## src/rtl/bou_pkg.sv

```systemverilog
package bou_pkg;

  localparam int WORD_W    = 32;
  localparam int NUM_WORDS = 4;
  localparam int MAX_WORDS = 4;
  localparam int COUNT_W   = 3;

  typedef enum logic [3:0] {
    OP_ARSHIFT = 4'd0,
    OP_AND     = 4'd1,
    OP_NOT     = 4'd2,
    OP_OR      = 4'd3,
    OP_XOR     = 4'd4,
    OP_TEST    = 4'd5,
    OP_EXTRACT = 4'd6,
    OP_LROTATE = 4'd7,
    OP_LSHIFT  = 4'd8,
    OP_REPLACE = 4'd9,
    OP_RROTATE = 4'd10,
    OP_RSHIFT  = 4'd11,
    OP_CLZ     = 4'd12,
    OP_CTZ     = 4'd13
  } op_t;

  typedef struct packed {
    logic [3:0]                       op;
    logic [NUM_WORDS-1:0][WORD_W-1:0] words;
    logic [COUNT_W-1:0]               word_count;
    logic signed [WORD_W-1:0]         shift_amount;
    logic signed [WORD_W-1:0]         field_start;
    logic signed [WORD_W-1:0]         field_width;
  } item_t;

  typedef struct packed {
    logic [WORD_W-1:0] result_word;
    logic              is_boolean;
    logic              handled;
  } result_t;

endpackage

```

## src/rtl/bou_alu.sv

```systemverilog
module bou_alu
  import bou_pkg::*;
(
  input  item_t   item,
  output result_t res
);

  function automatic logic [5:0] clz32(input logic [31:0] v);
    logic [5:0]  n;
    logic [31:0] x;
    n = 6'd0;
    x = v;
    if (v == 32'd0) begin
      n = 6'd32;
    end else begin
      if (x[31:16] == 16'd0) begin n = n + 6'd16; x = x << 16; end
      if (x[31:24] == 8'd0)  begin n = n + 6'd8;  x = x << 8;  end
      if (x[31:28] == 4'd0)  begin n = n + 6'd4;  x = x << 4;  end
      if (x[31:30] == 2'd0)  begin n = n + 6'd2;  x = x << 2;  end
      if (x[31] == 1'b0)     begin n = n + 6'd1;               end
    end
    return n;
  endfunction

  function automatic logic [31:0] rev32(input logic [31:0] v);
    logic [31:0] r;
    for (int i = 0; i < 32; i++) begin
      r[i] = v[31-i];
    end
    return r;
  endfunction

  logic [31:0] w0;
  logic [31:0] w1;
  logic        shift_ok;
  logic [4:0]  amt;
  logic [4:0]  rot_amt;
  logic        count_ok;
  logic [31:0] acc_and;
  logic [31:0] acc_or;
  logic [31:0] acc_xor;
  logic        field_ok;
  logic [32:0] field_end;
  logic [4:0]  fstart;
  logic [31:0] fmask;
  logic [31:0] res_word;
  logic        res_bool;
  logic        res_ok;

  assign w0 = item.words[0];
  assign w1 = item.words[1];

  // shifts are handled only for 0..31
  assign shift_ok = (item.shift_amount[31:5] == 27'd0);
  assign amt      = item.shift_amount[4:0];
  assign rot_amt  = item.shift_amount[4:0];

  assign count_ok = (item.word_count != '0) && (int'(item.word_count) <= MAX_WORDS);

  always_comb begin
    acc_and = '1;
    acc_or  = '0;
    acc_xor = '0;
    for (int i = 0; i < NUM_WORDS; i++) begin
      if (int'(item.word_count) > i) begin
        acc_and = acc_and & item.words[i];
        acc_or  = acc_or | item.words[i];
        acc_xor = acc_xor ^ item.words[i];
      end
    end
  end

  // start and width both nonnegative here, so the sum fits in 33 bits
  assign field_end = {1'b0, item.field_start} + {1'b0, item.field_width};
  assign field_ok  = !item.field_start[31] && !item.field_width[31]
                     && (item.field_width != '0) && (field_end <= 33'd32);
  assign fstart    = item.field_start[4:0];
  assign fmask     = ~(32'hfffffffe << (item.field_width[4:0] - 5'd1));

  always_comb begin
    res_word = '0;
    res_bool = 1'b0;
    res_ok   = 1'b1;
    unique case (op_t'(item.op))
      OP_ARSHIFT: begin
        res_ok   = shift_ok;
        res_word = 32'($signed(w0) >>> amt);
      end
      OP_AND: begin
        res_ok   = count_ok;
        res_word = acc_and;
      end
      OP_OR: begin
        res_ok   = count_ok;
        res_word = acc_or;
      end
      OP_XOR: begin
        res_ok   = count_ok;
        res_word = acc_xor;
      end
      OP_TEST: begin
        res_ok   = count_ok;
        res_word = {31'd0, (acc_and != '0)};
        res_bool = 1'b1;
      end
      OP_NOT: begin
        res_word = ~w0;
      end
      OP_EXTRACT: begin
        res_ok   = field_ok;
        res_word = (w0 >> fstart) & fmask;
      end
      OP_REPLACE: begin
        res_ok   = field_ok;
        res_word = (w0 & ~(fmask << fstart)) | ((w1 & fmask) << fstart);
      end
      OP_LROTATE: begin
        res_word = 32'({w0, w0} << rot_amt >> 32);
      end
      OP_RROTATE: begin
        res_word = 32'({w0, w0} >> rot_amt);
      end
      OP_LSHIFT: begin
        res_ok   = shift_ok;
        res_word = w0 << amt;
      end
      OP_RSHIFT: begin
        res_ok   = shift_ok;
        res_word = w0 >> amt;
      end
      OP_CLZ: begin
        res_word = {26'd0, clz32(w0)};
      end
      OP_CTZ: begin
        res_word = {26'd0, clz32(rev32(w0))};
      end
      default: begin
        res_ok = 1'b0;
      end
    endcase
    if (!res_ok) begin
      res_word = '0;
      res_bool = 1'b0;
    end
  end

  assign res.result_word = res_word;
  assign res.is_boolean  = res_bool;
  assign res.handled     = res_ok;

endmodule

```

## src/rtl/bit32_operation_unit_top.sv

```systemverilog
// path: an accepted item is held in the input register, then its alu result in the result register
// throughput: one item per cycle, sustained as long as out_tready stays high
// all operations finish in one pass through the combinational alu between the registers
// reset: synchronous, active-low rst_n clears both valid flags; payload registers hold
// in_tready only drops while the result register is full and out_tready is low
module bit32_operation_unit_top
  import bou_pkg::*;
(
  input  logic         clk,
  input  logic         rst_n,

  // input channel
  input  logic         in_tvalid,
  output logic         in_tready,
  // word0[31:0], word1[63:32], word2[95:64], word3[127:96], word_count[130:128],
  // shift_amount[162:131], field_start[194:163], field_width[226:195], zero pad [231:227]
  input  logic [231:0] in_tdata,
  // op[3:0]
  input  logic [3:0]   in_tuser,

  // result channel
  output logic         out_tvalid,
  input  logic         out_tready,
  // result_word[31:0]
  output logic [31:0]  out_tdata,
  // is_boolean[0], handled[1]
  output logic [1:0]   out_tuser
);

  // input stage
  logic    s1_valid_r;
  item_t   s1_item_r;
  logic    s1_load;

  // result stage
  logic    s2_valid_r;
  result_t s2_res_r;
  logic    s2_load;

  result_t alu_res;

  // result register takes a new item when it is empty or being drained
  assign s2_load   = !s2_valid_r || out_tready;
  // input register moves forward whenever the result stage can take its item
  assign in_tready = !s1_valid_r || s2_load;
  assign s1_load   = in_tvalid && in_tready;

  always_ff @(posedge clk) begin
    if (!rst_n) begin
      s1_valid_r <= 1'b0;
    end else if (in_tready) begin
      s1_valid_r <= in_tvalid;
    end
  end

  // unpack the item fields into the stage register
  always_ff @(posedge clk) begin
    if (s1_load) begin
      s1_item_r.op           <= in_tuser;
      s1_item_r.words[0]     <= in_tdata[31:0];
      s1_item_r.words[1]     <= in_tdata[63:32];
      s1_item_r.words[2]     <= in_tdata[95:64];
      s1_item_r.words[3]     <= in_tdata[127:96];
      s1_item_r.word_count   <= in_tdata[130:128];
      s1_item_r.shift_amount <= in_tdata[162:131];
      s1_item_r.field_start  <= in_tdata[194:163];
      s1_item_r.field_width  <= in_tdata[226:195];
    end
  end

  bou_alu u_alu (
    .item (s1_item_r),
    .res  (alu_res)
  );

  always_ff @(posedge clk) begin
    if (!rst_n) begin
      s2_valid_r <= 1'b0;
    end else if (s2_load) begin
      s2_valid_r <= s1_valid_r;
    end
  end

  always_ff @(posedge clk) begin
    if (s2_load && s1_valid_r) begin
      s2_res_r <= alu_res;
    end
  end

  assign out_tvalid   = s2_valid_r;
  assign out_tdata    = s2_res_r.result_word;
  assign out_tuser[0] = s2_res_r.is_boolean;
  assign out_tuser[1] = s2_res_r.handled;

  // back-pressure only comes from a full, stalled result register
  a_ready_stall: assert property (@(posedge clk) disable iff (!rst_n)
    !in_tready |-> (s1_valid_r && s2_valid_r && !out_tready))
    else $error("input stalled without output back-pressure");

  // a boolean result is always a handled one
  a_bool_handled: assert property (@(posedge clk) disable iff (!rst_n)
    (out_tvalid && out_tuser[0]) |-> out_tuser[1])
    else $error("is_boolean set on an unhandled item");

  // unhandled items carry a zero word
  a_unhandled_zero: assert property (@(posedge clk) disable iff (!rst_n)
    (out_tvalid && !out_tuser[1]) |-> (out_tdata == 32'd0))
    else $error("unhandled item with nonzero result word");

  // a test result is a single truth bit
  a_bool_bit: assert property (@(posedge clk) disable iff (!rst_n)
    (out_tvalid && out_tuser[0]) |-> (out_tdata[31:1] == 31'd0))
    else $error("test result wider than one bit");

  // an item in the input stage reaches the result stage on the next edge when it can
  a_advance: assert property (@(posedge clk) disable iff (!rst_n)
    (s1_valid_r && s2_load) |=> s2_valid_r)
    else $error("item lost between stages");

endmodule
```

## config.mk

```make
export PLATFORM = sky130hd
export DESIGN_NAME = bit32_operation_unit_top
export DESIGN_NICKNAME = d
export VERILOG_FILES = /design/src/rtl/bou_pkg.sv /design/src/rtl/bou_alu.sv /design/src/rtl/bit32_operation_unit_top.sv
export SDC_FILE = /design/constraint.sdc
export NUM_CORES = 1
export LEC_CHECK = 0
export ABC_AREA = 1
export BUFFER_PORTS_ARGS = -buffer_cell sky130_fd_sc_hd__buf_2
export CAP_MARGIN = 20
export CORE_ASPECT_RATIO = 1.2
export CORE_MARGIN = 2
export CORE_UTILIZATION = 46
export CTS_BUF_LIST = sky130_fd_sc_hd__clkbuf_8 sky130_fd_sc_hd__clkbuf_16
export DETAILED_ROUTE_END_ITERATION = 12
export GPL_ROUTABILITY_DRIVEN = 1
export HOLD_SLACK_MARGIN = 0.12
export SYNTH_ARGS = -nofsm -noshare
export SYNTH_HDL_FRONTEND = slang
export SYNTH_SLANG_ARGS = --single-unit
```

## constraint.sdc

```tcl
create_clock -name clk -period 14.15 [get_ports clk]
set_input_delay 4.245 -clock clk [delete_from_list [all_inputs] [get_ports clk]]
set_output_delay 4.245 -clock clk [all_outputs]
set_load 0.01 [all_outputs]
```

==> reports/results.ini <==
[power]
power.internal_w=0.00161
vdd_drop_max_v=0.000117
total_leakage_power_nw=13.0
p_per_area_mw_per_mm2=90.4
seqPwrFrac=0.379
combinationalPowerShare=0.319
p_sw_frac=0.374
p_sw_w=0.000961
clkPwrFrac=0.301

[logic_synthesis]
yosysMostFrequentCell=nand2_1
ys_top_cells_by_count=1199 x nand2_1, 503 x o21ai_0, 315 x nand3_1
synthTopCellsByArea=edfxtp_1 31%, nand2_1 17%, o21ai_0 9.8%, nand3_1 6.1%, a21oi_1 4.6%
synth-edff-count=265
yosysTopAreaCellShare=0.308
synthArstFlopShare=0
synth-seq-cells=267
synth_fp_nets=4226
syn_area_sq_mm=0.0258
ys.warnings.count=0
synthFlopType=edfxtp_1
yosys.area.top_type=edfxtp_1
synth_cell_types=64
avgSynthCellArea_sq_um=6.59
synth-seq-area-share=0.310
syn_inst=3915

[sta]
finClkSkew_ps=20.6
finalSetupViolCount=0
period_share=0.635
tns_ps=0
tightest_slew_ps=1280
period_minus_slack_ps=8990
slew_headroom=0.135
timing.fmax_mhz=111
drv_slew=0
rsz0062_at_grt=no
finalHoldViolCount=0

[flow_run]
cap_violations=0

[min_path]
hold_class=flop to flop
hp-start=s1_valid_r$_SDFFE_PN0N_

[global_routing]
grt_max_degree=102
grt_first_pass_wirelength_microns=173000
track_usage=0.410
grt_antenna_before_repair=9
grt_remaining_overflow=0
grt_pass1_vias=26200

[detailed_routing]
postRouteAntennaNets=0
drtPass1Iterations=6
drc=0
drt-initial-drc-count=3532
wl_per_cell_microns=25.3
drt-total-wl_microns=122000
viasPerCell=6.03
via_count=29000

[setup_path]
rrSetupSlack_ps=8920
critPathRequiredTime_ps=9900
cp-end-kind=primary output
crit_start=out_tready
r2r_start=s1_item_r[98]$_DFFE_PP_
critPathLaunchType=primary input
path_class=primary input to primary output
crit_fanout=3
cp.arrival_ps=4750

[cts]
cts_buffers=28
ctsLongestPathBuffers=3
worstSkewPairLatency_ps=600
cts_hold_buf=0
cts_root_buf=clkbuf_16
clk_pin_slew_ps=60
post_cts_buffers=0
clkSinkCount=267
cts_tree=built
cts_resized=0
htreeDepth=1

[finish]
fin_cells=4807
drive_gt1_frac=0.124
final_area_sq_mm=0.0284
fin_nets=4363
area_growth_pct=10.1

[placed_design]
place_congestion=1.09
placedCellCount=4749
hpwlAfterDp_microns=92800
port_buffers=270
place_area_sq_mm=0.0274

[floorplanning]
die_area_sq_mm=0.0580
initial_core_util=0.463
io_pins=276
dieWidth_microns=220
row_count=95
fp.dieH_microns=263
core_area_sq_mm=0.0557

[outcome]
status=completed

[sequential cells by signal, summed over array words and instances, names as in the netlist]
register and cells:
s1_item_r 231, out_tdata 32, out_tuser 2, out_tvalid 1, s1_valid_r 1
[cells in the final DEF, fill, tap and decap left out, types with 5 or more instances in the layout]
cell type | netlist | layout
nand2_1 | 1199 | 1199
o21ai_0 | 503 | 503
nand3_1 | 315 | 315
inv_1 | 309 | 311
buf_2 | 51 | 270
edfxtp_1 | 265 | 265
a21oi_1 | 237 | 236
nor2_1 | 233 | 233
ha_1 | 70 | 70
o21ai_1 | 62 | 62
buf_4 | 14 | 62
mux2i_1 | 53 | 53
nor3_1 | 44 | 44
o22ai_1 | 42 | 42
inv_2 | 34 | 37
o211ai_1 | 35 | 35
nand4_1 | 31 | 31
clkbuf_16 | 0 | 29
o21a_1 | 21 | 21
nand2_2 | 19 | 19
nor2_2 | 18 | 18
o221ai_1 | 18 | 18
nor2_4 | 17 | 17
nor4_1 | 16 | 16
or2_2 | 15 | 15
a31oi_1 | 14 | 14
o21bai_1 | 12 | 12
xor2_1 | 11 | 11
o2111ai_1 | 11 | 11
nand3_2 | 8 | 8
nand2_4 | 8 | 8
or2_1 | 8 | 8
xnor2_1 | 7 | 7
diode_2 | 0 | 6
nand3b_1 | 6 | 6
clkinv_1 | 1 | 6
a21o_1 | 5 | 5
[final cells by class]
type / count / area [sq um]
fill: 5968 / 27400
multi-input combinational: 3078 / 15400
sequential: 267 / 8000
timing repair buffer: 332 / 1820
inverter: 345 / 1310
tap: 727 / 910
clock buffer: 29 / 726
clock inverter: 23 / 233
antenna: 6 / 15.0
[worst paths after layout]
path / endpoint / cells after the start
max: in_tready / 4
min: out_tvalid$_SDFFE_PN0P_ / 2
max reg2reg: out_tdata[13]$_SDFFCE_PN0P_ / 22
min reg2reg: out_tvalid$_SDFFE_PN0P_ / 2
[metrics by stage]
| step | total power, W | setup WS (ps) | utilization | hold WS (ps) |
|---|---|---|---|---|
| detailed placement | 0.00178 | 5150 | 0.492 | 523 |
| floorplan | 0.00149 | 4570 | - | 448 |
| global placement | 0.00178 | 5170 | 0.492 | 513 |
| finish | 0.00257 | 5160 | 0.509 | 535 |
| global route | 0.00267 | 5140 | 0.509 | 555 |
| CTS | 0.00255 | 5160 | 0.509 | 531 |
[routing by layer]
layer	wire length [microns]	up-vias	track usage	part of all wire
met1	44500	13400	0.496	0.37
met2	53400	1569	0.627	0.44
met3	12500	432	0.101	0.10
li1	-	13600	-	-
met4	11100	6	0.308	0.091
met5	37	-	0	0.00030
[cells by family (layout without fill, tap and decap cells)]
group,count (synthesis),count (layout),synth area share
AO/OA/AOI/OAI,988,988,0.210
XOR/XNOR,18,18,0.00611
adder cells (fa/ha/maj),71,71,0.0347
buffers and inverters,570,729,0.0940
flip-flops,267,267,0.310
multiplexers,53,53,0.0206
other,0,6,0
AND/OR/NAND/NOR,1948,1948,0.325
[critical path, cell delays in order]
cell and delay, ps:
buf_2 100, inv_1 110, nand3_1 130, buf_2 160
[power by group through the flow]
stage / Combinational, W / Clock, W / Sequential [W]
global placement: 0.000790 / 0 / 0.000986
global route: 0.000890 / 0.000809 / 0.000974
detailed placement: 0.000790 / 0 / 0.000987
floorplan: 0.000523 / 0 / 0.000968
finish: 0.000820 / 0.000773 / 0.000973
CTS: 0.000794 / 0.000787 / 0.000970
No activity file was read; power rests on OpenSTA's default activity.
